$ cat src/sv/rmsn_pkg.sv
// rmsn_pkg: shared constants and types for the RMS row normalizer.
// No dependencies; imported by every module of the block.
`timescale 1ns / 1ps

package rmsn_pkg;

    localparam int MAX_ROW_DEF = 64;
    localparam int EPS_W       = 24;
    localparam logic [EPS_W-1:0] EPS_RESET = 24'd168;
    localparam int INV_W       = 43;
    localparam int INV_NUM_MSB = 58;
    localparam int MUL_A_W     = 22;
    localparam int MUL_B_W     = 17;
    localparam int ACC_W       = 62;
    localparam int P_W         = 44;
    localparam int STEP_W      = 7;
    localparam int APB_AW      = 3;
    localparam logic [APB_AW-1:0] ADDR_EPS = 3'd0;

    typedef logic signed [15:0] q412_t;

    typedef struct packed {
        q412_t value;
        q412_t weight;
    } elem_t;

    typedef struct packed {
        logic  en;
        elem_t data;
    } mem_wr_t;

endpackage

$ cat src/sv/rmsn_fifo.sv
// rmsn_fifo: small queue of row descriptors between front and back.
// Depends on rmsn_pkg.
`timescale 1ns / 1ps

module rmsn_fifo import rmsn_pkg::*; #(
    parameter int W = 46
) (
    input  logic         clk,
    input  logic         rst_n,
    input  logic         push,
    input  logic [W-1:0] push_data,
    output logic         full,
    input  logic         pop,
    output logic         pop_valid,
    output logic [W-1:0] pop_data
);

    logic [W-1:0] mem_reg [2];
    logic         wptr_reg, rptr_reg;
    logic [1:0]   cnt_reg;

    assign full      = cnt_reg == 2'd2;
    assign pop_valid = cnt_reg != 2'd0;
    assign pop_data  = mem_reg[rptr_reg];

    always_ff @(posedge clk)
    begin
        if (push && !full)
        begin
            mem_reg[wptr_reg] <= push_data;
        end
    end

    always_ff @(posedge clk or negedge rst_n)
    begin
        if (!rst_n)
        begin
            wptr_reg <= 1'b0;
            rptr_reg <= 1'b0;
            cnt_reg  <= 2'd0;
        end
        else
        begin
            if (push && !full)
            begin
                wptr_reg <= !wptr_reg;
            end
            if (pop && pop_valid)
            begin
                rptr_reg <= !rptr_reg;
            end
            cnt_reg <= cnt_reg + 2'(push && !full) - 2'(pop && pop_valid);
        end
    end

endmodule

$ cat config.mk
export PLATFORM = sky130hd
export DESIGN_NAME = rmsn_fifo
export DESIGN_NICKNAME = d
export VERILOG_FILES = /design/src/sv/rmsn_pkg.sv /design/src/sv/rmsn_fifo.sv
export SDC_FILE = /design/constraint.sdc
export NUM_CORES = 1
export LEC_CHECK = 0
export BUFFER_PORTS_ARGS = -buffer_cell sky130_fd_sc_hd__buf_2
export CAP_MARGIN = 20
export CORE_UTILIZATION = 58
export CTS_BUF_LIST = sky130_fd_sc_hd__clkbuf_8
export CTS_CLUSTER_DIAMETER = 60
export CTS_CLUSTER_SIZE = 8
export DETAILED_ROUTE_END_ITERATION = 10
export PLACE_DENSITY = 0.95
export RECOVER_POWER = 50
export SLEW_MARGIN = 25
export SYNTH_ARGS = -nofsm -noshare
export SYNTH_HDL_FRONTEND = slang
export SYNTH_SLANG_ARGS = --single-unit
$ cat constraint.sdc
create_clock -name clk -period 6.8 [get_ports clk]
set_input_delay 1.02 -clock clk [delete_from_list [all_inputs] [get_ports clk]]
set_output_delay 1.02 -clock clk [all_outputs]
set_load 0.05 [all_outputs]
==> flow_summary.ini <==
[layout]
finalInstanceArea_um2 = 4402
largest_reg_flops = 92
area_growth_pct = 20.73
fill_cells = 374
drive_above_1_share = 0.5055
multi_input_comb_area_um2 = 730.7
ff_latch_area_um2 = 2864
nets = 318
insertedDiodeCount = 0

[synth]
synthSimpleGateAreaFrac = 0.009609
ys_ff_latch = 96
ys_types = 16
synth_fa_ha_area_frac = 0.006863
synth_most_common_cell = edfxtp_1
ys_seq_area_frac = 0.7852
synthTopCellsByArea = edfxtp_1, mux2_4, mux2_2, dfrtp_1, buf_6
synthXorXnorAreaFrac = 0.009609
synth_top_family_by_area = multiplexers
synth-edff-count = 92
synth_top_area_cell = edfxtp_1
async_flop_share = 0.04167
synth_top_area_share = 0.7577
ys_warn_count = 0
synthCells = 161
synth_area_per_cell_um2 = 22.65
synthFlopType = edfxtp_1
syn_nets = 213
synth_compound_area_frac = 0
synthMuxAreaShare = 0.1730
synth.cell_area_um2 = 3646
synth_common_cells = edfxtp_1, mux2_4, mux2_2

[global_routing]
grt_pass1_wl_um = 8763
grt_max_degree = 47
grt_usage = 0.1919
antenna_found_initial = 0
grt_overflow_total = 0
grt_pass1_vias = 1830

[sta]
fin_skew_ns = 0.003823
setup_viol = 0
slew_violations = 47
max-slew-margin-rel = -0.3946
period_share = 0.4620
max_freq_mhz = 318.3
worstMarginPinSlew_ns = 2.092
tns_ns = 0
rsz0062_at_grt = false
min_period_ns = 3.142
hold_violations = 0

[routing]
drt_iter0_markers = 122
dr.pass1.iters = 6
wl_per_cell_um = 16.92
wl_um = 5856
drtAntennaViolNets = 0
vias_per_cell = 5.136
vias = 1777
drc_errors = 0

[worst_setup_path]
arrival_ns = 2.12
cp.required_ns = 5.78
end_kind = output port
criticalPathCategory = reg2out
cp_max_fo = 33
start_kind = flip-flop

[clocking]
root_buffer = clkbuf_8
clkLatencyLatePin_ns = 0.35
path_clk_slew_ns = 0.08
cts.repair.resized = 0
postCtsSetupRepairBufs = 0
htreeDepth = 3
cts_buffer_depth = 2
cts_num_sinks = 96
cts_buffers = 9
cts_hold_buf = 0
cts_tree = built

[run_status]
violations = capacitance limit, slew limit
status = finished with violations

[floorplanning]
die_w_um = 81.29
rows = 28
dieHeight_um = 81.29
start_util = 0.6086
io_pins = 98
core_um2 = 5991
design.die.area_um2 = 6607

[min_path]
min_path_type = in2async

[pwr]
pwr-share-clk = 0.186
switchingPower_w = 0.0009236
power.internal_w = 0.001357
switching_share = 0.4050
power_density_nw_per_um2 = 518.1
vdd_drop_max_v = 0.0003813
power_frac_comb = 0.433
pwr-share-seq = 0.381
p_leak_nw = 1.713

[place]
gp_congestion = 0.6955
placed_area_um2 = 4200
dp_hpwl_um = 3964
numPortBuffers = 97

[job]
max-cap-violations = 1
## critical path, stage by stage, from the launching register on
cell	delay, ns
dfrtp_2	0.59
buf_4	0.55
mux2_2	0.40
buf_2	0.21
## per-layer routing
layer / up-vias / track usage / share of wire
li1: 837 / - / -
met1: 851 / 0.2299 / 0.40
met2: 74 / 0.3192 / 0.51
met3: 15 / 0.03933 / 0.059
met4: 0 / 0.1161 / 0.029
met5: - / 0 / 0
## cells in the final DEF (no fill, tap or decap), drive strengths merged
cell | Yosys | routed
nand2b | 1 | 1
buf | 5 | 75
and2 | 1 | 1
inv | 2 | 3
and3 | 1 | 1
bufinv | 0 | 3
clkbuf | 0 | 33
mux2 | 46 | 46
xor2 | 1 | 1
edfxtp | 92 | 92
xnor2 | 3 | 3
ha | 2 | 2
nor2 | 1 | 1
or2 | 1 | 1
dfrtp | 4 | 4
clkinv | 0 | 3
nand2 | 1 | 1
## cell type report
class                           instances  area share
Tap cell                               75     0.02132
Multi-Input combinational cell         58      0.1660
Sequential cell                        96      0.6507
Clock buffer                            9     0.02814
Clock inverter                          7     0.02530
Inverter                                2    0.001706
Timing Repair Buffer                   99      0.1069
## per-stage QoR
stage                 util  std cells  hold WS [ns]  setup slack, ns  total power [W]
finish              0.7348        346        0.4949            3.658         0.002281
global route        0.7348        346        0.4974            3.530         0.002379
CTS                 0.7404        346        0.4464            3.610         0.002306
detailed placement  0.7011        330        0.5240            4.008         0.001884
global placement    0.7011        330        0.4973            4.024         0.001859
floorplan                -        161        0.4604            3.304         0.001707
## power by group through the flow
stage	Combinational (W)	Sequential (W)	Clock, W
final	0.000987	0.000870	0.000424
after global routing	0.00104	0.000883	0.000455
after CTS	0.00100	0.000869	0.000433
after detailed placement	0.00100	0.000881	0
after global placement	0.000988	0.000871	0
after floorplan	0.000852	0.000854	0
## final timing paths
check / from / endpoint / slack, ns / depth (start not counted)
hold / removal: rst_n / wptr_reg / 0.49 / 1
setup reg to reg: cnt_reg[1] / mem_reg[1][33] / 4.24 / 2
max in group asynchronous: rst_n / rptr_reg / 6.08 / 1
min in group clk: cnt_reg[0] / cnt_reg[0] / 0.54 / 1
hold reg to reg: cnt_reg[0] / cnt_reg[0] / 0.54 / 1
setup / recovery: rptr_reg / pop_data[3] / 3.66 / 3
## cells by family after synthesis
kind of cell             count (synthesis)
XOR/XNOR                                 4
AND/OR/NAND/NOR                          6
multiplexers                            46
buffers and inverters                    7
flip-flops                              96
adder cells (fa/ha/maj)                  2
No activity file was read; power rests on OpenSTA's default activity.
