[config.mk]
export PLATFORM = sky130hd
export DESIGN_NAME = rmsn_front_flat
export DESIGN_NICKNAME = d
export VERILOG_FILES = /design/src/sv/rmsn_pkg.sv /design/src/sv/rmsn_if.sv /design/src/sv/rmsn_front.sv /design/src/flat_wrapper.sv
export SDC_FILE = /design/constraint.sdc
export NUM_CORES = 1
export LEC_CHECK = 0
export ABC_AREA = 1
export BUFFER_PORTS_ARGS = -buffer_cell sky130_fd_sc_hd__buf_2
export CAP_MARGIN = 40
export CELL_PAD_IN_SITES_DETAIL_PLACEMENT = 2
export CELL_PAD_IN_SITES_GLOBAL_PLACEMENT = 2
export CORE_MARGIN = 5
export CORE_UTILIZATION = 36
export DETAILED_ROUTE_END_ITERATION = 8
export GPL_TIMING_DRIVEN = 0
export PLACE_DENSITY_LB_ADDON = 0.1
export SLEW_MARGIN = 20
export SYNTH_ARGS = -nofsm -noshare
export SYNTH_HDL_FRONTEND = slang
export SYNTH_SLANG_ARGS = --single-unit
[constraint.sdc]
create_clock -name clk -period 8.9 [get_ports clk]
set_input_delay 0.89 -clock clk [delete_from_list [all_inputs] [get_ports clk]]
set_output_delay 0.89 -clock clk [all_outputs]
set_load 0.1 [all_outputs]
[src/sv/rmsn_pkg.sv]
// rmsn_pkg: shared constants and types for the RMS row normalizer.
// No dependencies; imported by every module of the block.
`timescale 1ns / 1ps

package rmsn_pkg;

    localparam int MAX_ROW_DEF = 64;
    localparam int EPS_W       = 24;
    localparam logic [EPS_W-1:0] EPS_RESET = 24'd168;
    localparam int INV_W       = 43;
    localparam int INV_NUM_MSB = 58;
    localparam int MUL_A_W     = 22;
    localparam int MUL_B_W     = 17;
    localparam int ACC_W       = 62;
    localparam int P_W         = 44;
    localparam int STEP_W      = 7;
    localparam int APB_AW      = 3;
    localparam logic [APB_AW-1:0] ADDR_EPS = 3'd0;

    typedef logic signed [15:0] q412_t;

    typedef struct packed {
        q412_t value;
        q412_t weight;
    } elem_t;

    typedef struct packed {
        logic  en;
        elem_t data;
    } mem_wr_t;

endpackage

[src/sv/rmsn_if.sv]
// rmsn_if: valid/ready stream interfaces for input and result transfers.
// Depends on nothing.
`timescale 1ns / 1ps

interface rmsn_in_if;
    logic               valid;
    logic               ready;
    logic signed [15:0] sample_value;
    logic signed [15:0] column_weight;
    logic               row_end;
    modport source (output valid, output sample_value, output column_weight,
                    output row_end, input ready);
    modport sink (input valid, input sample_value, input column_weight,
                  input row_end, output ready);
endinterface


[src/sv/rmsn_front.sv]
// rmsn_front: accepts elements, writes the row store, sums squares and counts.
// Depends on rmsn_pkg and rmsn_in_if.
`timescale 1ns / 1ps

module rmsn_front import rmsn_pkg::*; #(
    parameter int MAX_ROW = MAX_ROW_DEF,
    parameter int CW      = 7,
    parameter int SW      = 38,
    parameter int AW      = 6
) (
    input  logic           clk,
    input  logic           rst_n,
    rmsn_in_if.sink        in_ch,
    output mem_wr_t        wr,
    output logic [AW-1:0]  wr_addr,
    output logic           push,
    output logic [SW+CW:0] push_data,
    input  logic           fifo_full,
    input  logic           row_done
);

    logic [SW-1:0] sum_reg, sum_next, sum_upd;
    logic [CW-1:0] count_reg, count_next, count_upd;
    logic          ovf_reg, ovf_next, ovf_upd;
    logic          hold_reg, hold_next;
    logic          accept, room;
    logic signed [31:0] sq;

    assign in_ch.ready = !hold_reg && !fifo_full;
    assign accept      = in_ch.valid && in_ch.ready;
    assign room        = count_reg < CW'(MAX_ROW);
    assign sq          = in_ch.sample_value * in_ch.sample_value;

    assign wr.en          = accept && room;
    assign wr.data.value  = in_ch.sample_value;
    assign wr.data.weight = in_ch.column_weight;
    assign wr_addr        = count_reg[AW-1:0];

    always_comb
    begin
        sum_upd   = sum_reg;
        count_upd = count_reg;
        ovf_upd   = ovf_reg;
        if (accept)
        begin
            if (room)
            begin
                sum_upd   = sum_reg + SW'($unsigned(sq));
                count_upd = count_reg + CW'(1);
            end
            else
            begin
                ovf_upd = 1'b1;
            end
        end
        sum_next   = sum_upd;
        count_next = count_upd;
        ovf_next   = ovf_upd;
        hold_next  = hold_reg && !row_done;
        push       = 1'b0;
        push_data  = {sum_upd, count_upd, ovf_upd};
        if (accept && in_ch.row_end)
        begin
            push       = 1'b1;
            sum_next   = '0;
            count_next = '0;
            ovf_next   = 1'b0;
            hold_next  = 1'b1;
        end
    end

    always_ff @(posedge clk or negedge rst_n)
    begin
        if (!rst_n)
        begin
            sum_reg   <= '0;
            count_reg <= '0;
            ovf_reg   <= 1'b0;
            hold_reg  <= 1'b0;
        end
        else
        begin
            sum_reg   <= sum_next;
            count_reg <= count_next;
            ovf_reg   <= ovf_next;
            hold_reg  <= hold_next;
        end
    end

endmodule

[src/flat_wrapper.sv]
// flat-port wrapper written by rule: the top's interface ports become plain ports
module rmsn_front_flat import rmsn_pkg::*;
#(
    parameter int MAX_ROW = MAX_ROW_DEF,
    parameter int CW      = 7,
    parameter int SW      = 38,
    parameter int AW      = 6
)
  (clk, rst_n, wr, wr_addr, push, push_data, fifo_full, row_done, in_ch_valid, in_ch_sample_value, in_ch_column_weight, in_ch_row_end, in_ch_ready);
  rmsn_in_if in_ch_i ();
  input  logic clk;
  input  logic rst_n;
  output mem_wr_t wr;
  output logic [AW-1:0] wr_addr;
  output logic push;
  output logic [SW+CW:0] push_data;
  input  logic fifo_full;
  input  logic row_done;
  input wire logic [$bits(in_ch_i.valid)-1:0] in_ch_valid;
  input wire logic [$bits(in_ch_i.sample_value)-1:0] in_ch_sample_value;
  input wire logic [$bits(in_ch_i.column_weight)-1:0] in_ch_column_weight;
  input wire logic [$bits(in_ch_i.row_end)-1:0] in_ch_row_end;
  output wire logic [$bits(in_ch_i.ready)-1:0] in_ch_ready;
  assign in_ch_i.valid = in_ch_valid;
  assign in_ch_i.sample_value = in_ch_sample_value;
  assign in_ch_i.column_weight = in_ch_column_weight;
  assign in_ch_i.row_end = in_ch_row_end;
  assign in_ch_ready = in_ch_i.ready;
  rmsn_front #(.MAX_ROW(MAX_ROW), .CW(CW), .SW(SW), .AW(AW)) u_core (.clk(clk), .rst_n(rst_n), .in_ch(in_ch_i), .wr(wr), .wr_addr(wr_addr), .push(push), .push_data(push_data), .fifo_full(fifo_full), .row_done(row_done));
endmodule
==> run metrics <==
Syn Nets=2,419; top_reg_cell synth=dfrtp_1; GRT Util Overall=0.249; Period minus WS final=9.05 ns; vias per cell=5.08; post-synthesis sequential area ratio=0.0809; top-area cell type share of the netlist area=0.326; final hold viol count=0; grt total ovfl=0; Yosys top cell by area=fa_1; EDFF count, synth=0; CP max-delay cell=fa_2; syn_area_per_cell=7.20 um^2; max FFs per register=38; Worst Tran Pin Value=0.832 ns; final period utilization=1.02; hpwl dp=47,500 um; Starting Density=0.365; number of global-route vias before repair=15,700; 1st-pass router iterations=5; Die H=211 um; die area=0.0445 mm^2; Fmax achieved=110 MHz; slew margin rel.=0.445; outcome=finished, violations left; Skew-Pair Late Insertion Delay=0.31 ns; pin count of the biggest net entering global routing=48; initial antenna violation count=0; max_cap viols=0; hold crit path type=reg -> reg; synth warn=0; Mapped Cells=2,019; CP Max Fanout=8; fraction of layout cells with a size suffix above 1=0.251; # clock sinks=47; first-pass GRT wire length=86,500 um; H-tree depth=2; crit path DAT=8.16 ns; via count of the routed design=13,700; commonest cells in the netlist=inv_1, nand2_1, fa_1, ha_1, nor2_1; Crit path largest cell delay=0.64 ns; synthesized cell area=0.0145 mm^2; Root Driver=clkbuf_16; average wire per cell in the routed design=23.5 um; GP Congestion=0.849; failing checks=setup timing; Yosys cell types=42; Num CTS Buffers=5; filler cell count=4,570; Max clock buf depth=2; Remaining DRCs=0; crit start category=input pin; Worst path most repeated cell=nand2_1; ranking of synthesized cells by area=fa_1, inv_1, nand2_1; most numerous cell in the Yosys netlist=inv_1; final setup fails=9; critical path endpoint category=output port; CP Class=in -> out; chip width=211 um; area of the core=0.0398 mm^2; fin util=0.462; skew final=0.0123 ns; row cnt=73; Slew Viols, Final=0; Inserted Diodes=0; CTS tree=yes; Layout area overhead=26.5%; Layout Nets=2,578; Yosys reg bits=47; Clock Pin Slew Worst Setup and Hold Paths=0.08 ns; routed wire length=63,400 um; I/O pins=125; Async S/R FF share, synth=1.00; Port Buf Inserts=102; Iteration-0 DRC Markers=455; Routed Antenna Nets=0; final worst slack=-0.154 ns; Worst EP required=8.01 ns
-- worst paths after layout --
path,start,endpoint,slack (ns),cells after the start
worst max-delay path,in_ch_sample_value[3],push_data[43],-0.15,37
worst min-delay path,u_core.hold_reg,u_core.hold_reg,0.56,2
worst max register to register,u_core.sum_reg[0],u_core.sum_reg[34],6.50,15
worst min register to register,u_core.hold_reg,u_core.hold_reg,0.56,2
max in group asynchronous,rst_n,u_core.count_reg[2],7.80,1
min in group asynchronous,rst_n,u_core.sum_reg[27],0.62,1
-- per-layer routing --
layer | share of wire | vias to the layer above | track usage
met3 | 0.021 | 150 | 0.0132
met2 | 0.55 | 273 | 0.476
met4 | 0.046 | 0 | 0.0890
met5 | 0 | - | 0
li1 | - | 6185 | -
met1 | 0.39 | 7130 | 0.296
-- cell usage in the layout, fill, tap and decap left out, types with 11 or more instances in the layout --
cell,instances
nand2_1,437
nand3_2,14
nor2_4,23
nand3_1,61
xnor2_1,19
o21ai_0,11
buf_12,20
fa_2,12
nand2_2,68
nor2_2,24
dfrtp_1,47
clkbuf_4,11
ha_1,88
nand4_1,15
a21oi_2,21
a21oi_1,61
inv_2,26
buf_2,77
fa_1,225
inv_1,525
nor2_1,70
or2_2,12
nand2_4,12
xor2_1,21
buf_4,94
ha_4,33
-- kinds of logic after synthesis --
kind of cell               count (synthesis)  synth area share
and+or+nand+nor                          769             0.220
buffers and inverters                    637             0.175
adders and majority gates                362             0.434
AOI/OAI and AO/OA                        150            0.0576
xor gates and xnor gates                  54            0.0325
DFF                                       47            0.0809
-- through the flow --
step	TNS [ns]	instance area, um^2	hold slack [ns]	setup slack, ns	cells
after detailed placement	-37.45	15700	0.557	-1.62	2647
after floorplan	0	14500	0.514	0.311	2019
after global routing	-5.13	18400	0.594	-0.366	2704
final	-0.794	18400	0.561	-0.154	2704
after global placement	-29.24	15700	0.543	-1.41	2646
after CTS	-0.00131	16800	0.568	-0.00131	2666
-- timing repair --
action                     4_1_cts  5_1_grt
setup endpoints to repair       34       27
gates resized for setup        213      338
hold buffers                     0        0
pin swaps                       21       93
buffers inserted                13       40
-- final cells by class --
class	instances	area [um^2]	area share
Inverter	555	2090	0.114
Clock inverter	2	16.3	0.000884
Buffer	78	756	0.0411
Clock buffer	6	129	0.00701
Multi-Input combinational cell	1335	12300	0.670
Tap cell	525	657	0.0357
Sequential cell	47	1180	0.0639
Timing Repair Buffer	156	1240	0.0674
-- critical path, delay by kind of cell --
family	cells	cell delay, ns
and+or+nand+nor	15	1.69
buffers and inverters	12	1.21
adders and majority gates	8	3.91
AOI/OAI and AO/OA	2	0.40
Power is not shown: default switching activity piles up to over one toggle a cycle in this logic, so the estimate is an artifact.
