## src/sv/rmsn_pkg.sv

```systemverilog
// rmsn_pkg: shared constants and types for the RMS row normalizer.
// No dependencies; imported by every module of the block.
`timescale 1ns / 1ps

package rmsn_pkg;

    localparam int MAX_ROW_DEF = 64;
    localparam int EPS_W       = 24;
    localparam logic [EPS_W-1:0] EPS_RESET = 24'd168;
    localparam int INV_W       = 43;
    localparam int INV_NUM_MSB = 58;
    localparam int MUL_A_W     = 22;
    localparam int MUL_B_W     = 17;
    localparam int ACC_W       = 62;
    localparam int P_W         = 44;
    localparam int STEP_W      = 7;
    localparam int APB_AW      = 3;
    localparam logic [APB_AW-1:0] ADDR_EPS = 3'd0;

    typedef logic signed [15:0] q412_t;

    typedef struct packed {
        q412_t value;
        q412_t weight;
    } elem_t;

    typedef struct packed {
        logic  en;
        elem_t data;
    } mem_wr_t;

endpackage

```

## src/sv/rmsn_if.sv

```systemverilog


interface rmsn_out_if;
    logic               valid;
    logic               ready;
    logic signed [15:0] normalized_value;
    logic               last_of_row;
    logic               truncated;
    modport source (output valid, output normalized_value, output last_of_row,
                    output truncated, input ready);
    modport sink (input valid, input normalized_value, input last_of_row,
                  input truncated, output ready);
endinterface

```

## src/sv/rmsn_back.sv

```systemverilog
// rmsn_back: row store, mean-square divide, square root, inverse and emission.
// Depends on rmsn_pkg and rmsn_out_if.
`timescale 1ns / 1ps

module rmsn_back import rmsn_pkg::*; #(
    parameter int MAX_ROW = MAX_ROW_DEF,
    parameter int CW      = 7,
    parameter int SW      = 38,
    parameter int AW      = 6
) (
    input  logic             clk,
    input  logic             rst_n,
    input  mem_wr_t          wr,
    input  logic [AW-1:0]    wr_addr,
    input  logic             desc_valid,
    input  logic [SW+CW:0]   desc_data,
    output logic             desc_pop,
    input  logic [EPS_W-1:0] eps,
    output logic             row_done,
    rmsn_out_if.source       out_ch
);

    localparam int DW = SW + 1;
    localparam int RW = (DW + 33) / 2;
    localparam int XW = 2 * RW;

    localparam logic [3:0] S_IDLE = 4'd0;
    localparam logic [3:0] S_DIV  = 4'd1;
    localparam logic [3:0] S_EPS  = 4'd2;
    localparam logic [3:0] S_SQRT = 4'd3;
    localparam logic [3:0] S_INV  = 4'd4;
    localparam logic [3:0] S_RD   = 4'd5;
    localparam logic [3:0] S_LD   = 4'd6;
    localparam logic [3:0] S_M0   = 4'd7;
    localparam logic [3:0] S_M1   = 4'd8;
    localparam logic [3:0] S_P    = 4'd9;
    localparam logic [3:0] S_M2   = 4'd10;
    localparam logic [3:0] S_M3   = 4'd11;
    localparam logic [3:0] S_OUT  = 4'd12;

    elem_t mem [MAX_ROW];
    elem_t rdata_reg;

    logic [3:0]         state_reg, state_next;
    logic [STEP_W-1:0]  step_reg, step_next;
    logic [SW-1:0]      dvd_reg, dvd_next;
    logic [CW-1:0]      rem_reg, rem_next;
    logic [CW-1:0]      cnt_reg, cnt_next;
    logic               ovf_reg, ovf_next;
    logic [XW-1:0]      x_reg, x_next, r_reg, r_next, bit_reg, bit_next;
    logic [RW:0]        rem2_reg, rem2_next;
    logic [INV_W-1:0]   inv_reg, inv_next;
    logic [CW-1:0]      idx_reg, idx_next;
    logic [16:0]        mv_reg, mv_next, mw_reg, mw_next;
    logic               neg_reg, neg_next;
    logic [ACC_W-1:0]   acc_reg, acc_next;
    logic [P_W-1:0]     p_reg, p_next;
    logic               ov_reg, ov_next;
    logic [15:0]        od_reg, od_next;
    logic               ol_reg, ol_next, ot_reg, ot_next;

    logic [CW:0]          trial;
    logic [DW-1:0]        d_sum;
    logic [XW-1:0]        rb;
    logic [RW+1:0]        trial2;
    logic [MUL_A_W-1:0]   mul_a;
    logic [MUL_B_W-1:0]   mul_b;
    logic [MUL_A_W+MUL_B_W-1:0] prod;
    logic [ACC_W-1:0]     rnd_p, rnd_q;
    logic [35:0]          q;
    logic [15:0]          qv;
    logic                 slot_free, is_last;

    always_ff @(posedge clk)
    begin
        if (wr.en)
        begin
            mem[wr_addr] <= wr.data;
        end
        rdata_reg <= mem[idx_reg[AW-1:0]];
    end

    assign slot_free = !ov_reg || out_ch.ready;
    assign is_last   = idx_reg == cnt_reg - CW'(1);
    assign trial     = {rem_reg, dvd_reg[SW-1]};
    assign d_sum     = DW'(dvd_reg) + DW'(eps);
    assign rb        = r_reg + bit_reg;
    assign trial2    = {rem2_reg, step_reg == STEP_W'(INV_NUM_MSB)};
    assign prod      = mul_a * mul_b;
    assign rnd_p     = acc_reg + ACC_W'(1 << 15);
    assign rnd_q     = acc_reg + ACC_W'(1 << 25);
    assign q         = rnd_q[61:26];

    always_comb
    begin
        mul_b = mv_reg;
        case (state_reg)
            S_M0:    mul_a = inv_reg[21:0];
            S_M1:    mul_a = {1'b0, inv_reg[42:22]};
            S_M2:    mul_a = p_reg[21:0];
            S_M3:    mul_a = p_reg[43:22];
            default: mul_a = inv_reg[21:0];
        endcase
        if (state_reg == S_M2 || state_reg == S_M3)
        begin
            mul_b = mw_reg;
        end
    end

    always_comb
    begin
        if (neg_reg)
        begin
            qv = (q >= 36'd32768) ? 16'h8000 : (~q[15:0] + 16'd1);
        end
        else
        begin
            qv = (q > 36'd32767) ? 16'h7fff : q[15:0];
        end
    end

    always_comb
    begin
        state_next = state_reg;
        step_next  = step_reg;
        dvd_next   = dvd_reg;
        rem_next   = rem_reg;
        cnt_next   = cnt_reg;
        ovf_next   = ovf_reg;
        x_next     = x_reg;
        r_next     = r_reg;
        bit_next   = bit_reg;
        rem2_next  = rem2_reg;
        inv_next   = inv_reg;
        idx_next   = idx_reg;
        mv_next    = mv_reg;
        mw_next    = mw_reg;
        neg_next   = neg_reg;
        acc_next   = acc_reg;
        p_next     = p_reg;
        ov_next    = ov_reg && !out_ch.ready;
        od_next    = od_reg;
        ol_next    = ol_reg;
        ot_next    = ot_reg;
        desc_pop   = 1'b0;
        row_done   = 1'b0;
        case (state_reg)
            S_IDLE:
            begin
                if (desc_valid)
                begin
                    desc_pop   = 1'b1;
                    dvd_next   = desc_data[SW+CW:CW+1];
                    cnt_next   = desc_data[CW:1];
                    ovf_next   = desc_data[0];
                    rem_next   = '0;
                    step_next  = STEP_W'(SW);
                    state_next = S_DIV;
                end
            end
            S_DIV:
            begin
                if (trial >= {1'b0, cnt_reg})
                begin
                    rem_next = CW'(trial - {1'b0, cnt_reg});
                    dvd_next = {dvd_reg[SW-2:0], 1'b1};
                end
                else
                begin
                    rem_next = trial[CW-1:0];
                    dvd_next = {dvd_reg[SW-2:0], 1'b0};
                end
                step_next = step_reg - STEP_W'(1);
                if (step_reg == STEP_W'(1))
                begin
                    state_next = S_EPS;
                end
            end
            S_EPS:
            begin
                x_next     = XW'({((d_sum == '0) ? DW'(1) : d_sum), 32'h0});
                r_next     = '0;
                bit_next   = XW'(1) << (XW - 2);
                step_next  = STEP_W'(RW);
                state_next = S_SQRT;
            end
            S_SQRT:
            begin
                if (x_reg >= rb)
                begin
                    x_next = x_reg - rb;
                    r_next = (r_reg >> 1) + bit_reg;
                end
                else
                begin
                    r_next = r_reg >> 1;
                end
                bit_next  = bit_reg >> 2;
                step_next = step_reg - STEP_W'(1);
                if (step_reg == STEP_W'(1))
                begin
                    rem2_next  = '0;
                    inv_next   = '0;
                    step_next  = STEP_W'(INV_NUM_MSB);
                    state_next = S_INV;
                end
            end
            S_INV:
            begin
                if (trial2 >= {1'b0, r_reg[RW:0]})
                begin
                    rem2_next = (RW+1)'(trial2 - {1'b0, r_reg[RW:0]});
                    inv_next  = {inv_reg[INV_W-2:0], 1'b1};
                end
                else
                begin
                    rem2_next = trial2[RW:0];
                    inv_next  = {inv_reg[INV_W-2:0], 1'b0};
                end
                step_next = step_reg - STEP_W'(1);
                if (step_reg == '0)
                begin
                    idx_next   = '0;
                    state_next = S_RD;
                end
            end
            S_RD:
            begin
                state_next = S_LD;
            end
            S_LD:
            begin
                mv_next    = rdata_reg.value[15] ? 17'(-{1'b1, rdata_reg.value})
                                                 : {1'b0, rdata_reg.value};
                mw_next    = rdata_reg.weight[15] ? 17'(-{1'b1, rdata_reg.weight})
                                                  : {1'b0, rdata_reg.weight};
                neg_next   = rdata_reg.value[15] != rdata_reg.weight[15];
                state_next = S_M0;
            end
            S_M0:
            begin
                acc_next   = ACC_W'(prod);
                state_next = S_M1;
            end
            S_M1:
            begin
                acc_next   = acc_reg + (ACC_W'(prod) << 22);
                state_next = S_P;
            end
            S_P:
            begin
                p_next     = rnd_p[59:16];
                state_next = S_M2;
            end
            S_M2:
            begin
                acc_next   = ACC_W'(prod);
                state_next = S_M3;
            end
            S_M3:
            begin
                acc_next   = acc_reg + (ACC_W'(prod) << 22);
                state_next = S_OUT;
            end
            S_OUT:
            begin
                if (slot_free)
                begin
                    ov_next = 1'b1;
                    od_next = qv;
                    ol_next = is_last;
                    ot_next = ovf_reg;
                    if (is_last)
                    begin
                        row_done   = 1'b1;
                        state_next = S_IDLE;
                    end
                    else
                    begin
                        idx_next   = idx_reg + CW'(1);
                        state_next = S_RD;
                    end
                end
            end
            default:
            begin
                state_next = S_IDLE;
            end
        endcase
    end

    always_ff @(posedge clk or negedge rst_n)
    begin
        if (!rst_n)
        begin
            state_reg <= S_IDLE;
            ov_reg    <= 1'b0;
        end
        else
        begin
            state_reg <= state_next;
            ov_reg    <= ov_next;
        end
    end

    always_ff @(posedge clk)
    begin
        step_reg <= step_next;
        dvd_reg  <= dvd_next;
        rem_reg  <= rem_next;
        cnt_reg  <= cnt_next;
        ovf_reg  <= ovf_next;
        x_reg    <= x_next;
        r_reg    <= r_next;
        bit_reg  <= bit_next;
        rem2_reg <= rem2_next;
        inv_reg  <= inv_next;
        idx_reg  <= idx_next;
        mv_reg   <= mv_next;
        mw_reg   <= mw_next;
        neg_reg  <= neg_next;
        acc_reg  <= acc_next;
        p_reg    <= p_next;
        od_reg   <= od_next;
        ol_reg   <= ol_next;
        ot_reg   <= ot_next;
    end

    assign out_ch.valid            = ov_reg;
    assign out_ch.normalized_value = od_reg;
    assign out_ch.last_of_row      = ol_reg;
    assign out_ch.truncated        = ot_reg;

    a_desc_nonempty: assert property (@(posedge clk) disable iff (!rst_n)
        desc_pop |-> desc_data[CW:1] != '0)
        else $error("row descriptor with zero count");

    a_root_bound: assert property (@(posedge clk) disable iff (!rst_n)
        (state_reg == S_INV) |-> r_reg[XW-1:16] != '0)
        else $error("square root below one");

    a_idx_range: assert property (@(posedge clk) disable iff (!rst_n)
        (state_reg == S_OUT) |-> idx_reg < cnt_reg)
        else $error("emit index past row length");

endmodule
```

## src/flat_wrapper.sv

```systemverilog
// flat-port wrapper written by rule: the top's interface ports become plain ports
module rmsn_back_flat import rmsn_pkg::*;
#(
    parameter int MAX_ROW = MAX_ROW_DEF,
    parameter int CW      = 7,
    parameter int SW      = 38,
    parameter int AW      = 6
)
  (clk, rst_n, wr, wr_addr, desc_valid, desc_data, desc_pop, eps, row_done, out_ch_valid, out_ch_normalized_value, out_ch_last_of_row, out_ch_truncated, out_ch_ready);
  rmsn_out_if out_ch_i ();
  input  logic clk;
  input  logic rst_n;
  input  mem_wr_t wr;
  input  logic [AW-1:0] wr_addr;
  input  logic desc_valid;
  input  logic [SW+CW:0] desc_data;
  output logic desc_pop;
  input  logic [EPS_W-1:0] eps;
  output logic row_done;
  output wire logic [$bits(out_ch_i.valid)-1:0] out_ch_valid;
  output wire logic [$bits(out_ch_i.normalized_value)-1:0] out_ch_normalized_value;
  output wire logic [$bits(out_ch_i.last_of_row)-1:0] out_ch_last_of_row;
  output wire logic [$bits(out_ch_i.truncated)-1:0] out_ch_truncated;
  input wire logic [$bits(out_ch_i.ready)-1:0] out_ch_ready;
  assign out_ch_valid = out_ch_i.valid;
  assign out_ch_normalized_value = out_ch_i.normalized_value;
  assign out_ch_last_of_row = out_ch_i.last_of_row;
  assign out_ch_truncated = out_ch_i.truncated;
  assign out_ch_i.ready = out_ch_ready;
  rmsn_back #(.MAX_ROW(MAX_ROW), .CW(CW), .SW(SW), .AW(AW)) u_core (.clk(clk), .rst_n(rst_n), .wr(wr), .wr_addr(wr_addr), .desc_valid(desc_valid), .desc_data(desc_data), .desc_pop(desc_pop), .eps(eps), .row_done(row_done), .out_ch(out_ch_i));
endmodule
```

## config.mk

```make
export PLATFORM = sky130hd
export DESIGN_NAME = rmsn_back_flat
export DESIGN_NICKNAME = d
export VERILOG_FILES = /design/src/sv/rmsn_pkg.sv /design/src/sv/rmsn_if.sv /design/src/sv/rmsn_back.sv /design/src/flat_wrapper.sv
export SDC_FILE = /design/constraint.sdc
export NUM_CORES = 2
export LEC_CHECK = 0
export BUFFER_PORTS_ARGS = -buffer_cell sky130_fd_sc_hd__buf_4
export CORE_ASPECT_RATIO = 1.5
export CORE_MARGIN = 10
export CORE_UTILIZATION = 54
export DETAILED_ROUTE_END_ITERATION = 16
export GPL_ROUTABILITY_DRIVEN = 0
export HOLD_SLACK_MARGIN = 0.15
export PLACE_DENSITY = 0.7
export SYNTH_ARGS = -nofsm -noshare
export SYNTH_HDL_FRONTEND = slang
export SYNTH_SLANG_ARGS = --single-unit
export TNS_END_PERCENT = 10
```

## constraint.sdc

```tcl
create_clock -name clk -period 14.1 [get_ports clk]
set_input_delay 2.82 -clock clk [delete_from_list [all_inputs] [get_ports clk]]
set_output_delay 2.82 -clock clk [all_outputs]
set_load 0.05 [all_outputs]
```

==> reports/qor.txt <==
Worst-Margin Slew: 1.60 ns
CTS hold repair buffers: 0
post-route ant nets: 0
clock buffer depth: 4
routed length per instance: 27.5 µm
setup TNS: 0 ns
die area: 255,000 µm²
CP Capture Type: register
number of enable flip-flop cells after synthesis: 2,519
type of origin of the critical path: register
Primary FF master, synth: edfxtp_1
worst min path class: reg2reg
status: finished with violations
Routed WL: 326,000 µm
Final Net Count: 9,395
R2R depth: 39
Final Max Slew Viols: 14
sequential-to-total area share from yosys stat: 0.602
Reg-to-Reg Start: u_core.state_reg[3]
vias in the first global route: 77.6k
cell with the most instances after synthesis: edfxtp_1
Critical Path AT: 12.19 ns
GRT Total Usage: 0.253
CP max FO: 32
#FFs+latches synth: 2,556
post-synth cell types: 87
GRT overflow: 0
r2r endpoint: u_core.acc_reg[61]
clk root buf: clkbuf_16
TritonCTS sink count: 2,556
fraction of layout cells with a size suffix above 1: 0.168
HP Start: u_core.rdata_reg[16]
initial core utilization: 0.544
share of the synthesized area in the top cell type: 0.596
First DRT Iteration DRCs: 8,063
Hold Path Depth: 0
max FFs per register: 2,048
Max Cap Viol: 2
Tmin final: 11.60 ns
reg2reg setup slack: 2.50 ns
fin util: 0.598
Detailed Routing Iterations Pass 1: 8
area of the core: 233,000 µm²
worst-path cell with the longest stage delay: dfrtp_1
CTS tree: done
final setup fails: 0
Synth-to-Final Area Change: 10.1%
violated checks: max-capacitance violations, max-slew violations
DP HPWL: 210,000 µm
first-pass GRT wire length: 488,000 µm
yosys warns: 0
DR vias: 74.9k
Post-Syn Area per Cell: 15.0 µm²
Yosys top cell by area: edfxtp_1
Num CTS Buffers: 234
chip width: 416 µm
PostCTS Resize Cnt: 0
mapped cell area: 127,000 µm²
Peak Freq: 86.2 MHz
RSZ-0062 raised after global routing: no
most used cell, CP: fa_1
clock latency on the worst-skew pair: 0.92 ns
dominant cells by area after synthesis: edfxtp_1 (60%), mux4_2 (12%), fa_1 (4.8%), ha_1 (3.7%), nand2_1 (2.0%)
ratio of final minimum period to clock period: 0.823
port buffer count: 133
die height: 614 µm
Slew headroom: -0.0747
routed vias/inst: 6.32
WP data required: 14.69 ns
initial antenna violation count: 15
IO Count: 134
Slowest Stage Delay on Critical Path: 0.63 ns
Post-route DRC: 0
Setup Fix Bufs, Post-CTS: 0
H-tree depth: 4
fillcell total: 17.2k
Synth Instances: 8,466
Post-synth top cells: edfxtp_1 (2,519), nand2_1 (674), mux4_2 (672), nor2_1 (590), inv_1 (527)
Post-synth ARST share: 0.00196
Worst Hold End: u_core.mv_reg[0]
largest net degree at the start of global routing: 96
CTS clock-pin slew for the worst setup and hold paths: 0.07 ns
CP Class: reg2reg
Fin. Hold Viols: 0
Worst Skew: 0.0649 ns
FP Rows: 217
worst max-delay path by stage:
stage | from | to | slack, ns | cells after the start
after floorplan | u_core.r_reg[2] | u_core.x_reg[0] | 3.28 | 26
after global placement | u_core.state_reg[3] | u_core.acc_reg[61] | 2.72 | 39
after detailed placement | u_core.state_reg[3] | u_core.acc_reg[61] | 2.61 | 39
after CTS | u_core.state_reg[3] | u_core.acc_reg[61] | 2.57 | 39
after global routing | u_core.state_reg[3] | u_core.acc_reg[61] | 1.47 | 39
final | u_core.state_reg[3] | u_core.acc_reg[61] | 2.50 | 39
cell families after synthesis:
logic type,synth area share
AOI/OAI and AO/OA,0.0587
xor gates and xnor gates,0.0297
DFF,0.602
muxes,0.126
and+or+nand+nor,0.0709
other,0.0000295
buffers and inverters,0.0267
adders and majority gates,0.0853
per-layer routing:
metal / vias to the layer above / wire (µm) / track usage
met5: - / 70 / 0
met4: 10 / 20500 / 0.137
met3: 909 / 20400 / 0.0320
met2: 3276 / 171000 / 0.453
met1: 38300 / 114000 / 0.295
li1: 32400 / - / -
worst max-delay path: cells and delay by family (launching register included):
family,cells,cell delay (ns)
flops,1,0.63
compound gates,15,4.31
buf+inv,5,0.62
fa+ha+maj,8,3.75
xor+xnor,2,0.42
simple gates,9,1.60
cell type report:
| type | instances | area [µm²] | share of cell area |
|---|---|---|---|
| inverter | 528 | 1980 | 0.0142 |
| clock buffer | 283 | 6190 | 0.0443 |
| tap | 3066 | 3840 | 0.0275 |
| timing repair buffer | 265 | 2040 | 0.0146 |
| sequential | 2556 | 76400 | 0.547 |
| clock inverter | 146 | 1530 | 0.0110 |
| antenna | 2 | 5.00 | 0.0000358 |
| multi-input combinational | 5014 | 47700 | 0.341 |
cell usage in the layout, fill, tap and decap left out, types with 17 or more instances in the layout:
cell type  instances
nor2b_1           67
fa_1             304
a31oi_1           89
nor2_4            66
nand4_1           63
nand2b_1          60
mux2_2            32
clkinv_2          47
ha_1             379
nor4_1            17
a31o_2            27
mux4_2           672
mux2i_1           53
nand3_1          107
bufinv_16         28
nand2_1          670
xor2_1           178
and3_1            81
edfxtp_1        2519
clkinv_1          43
o21a_1            44
clkbuf_1          38
a21o_1           133
dfxtp_1           32
clkbuf_16        238
o21ai_0          270
and2_1            76
xnor2_1          253
o21bai_1          53
or3_1             30
o31ai_1           30
nor3_1           101
or2_2             23
a21oi_1          307
nor2_1           524
inv_1            527
a211oi_1          60
buf_4            261
metrics by stage:
| stage | hold slack, ns | cell area (µm²) | setup slack, ns | cells |
|---|---|---|---|---|
| 2_1_floorplan | 0.400 | 127000 | 3.28 | 8467 |
| 3_3_place_gp | 0.502 | 132000 | 2.72 | 11400 |
| 3_5_place_dp | 0.499 | 132000 | 2.61 | 11400 |
| 4_1_cts | 0.518 | 140000 | 2.57 | 11900 |
| 5_1_grt | 0.522 | 140000 | 1.47 | 11900 |
| 6_report | 0.513 | 140000 | 2.50 | 11900 |
Power is not shown: default switching activity piles up to over one toggle a cycle in this logic, so the estimate is an artifact.
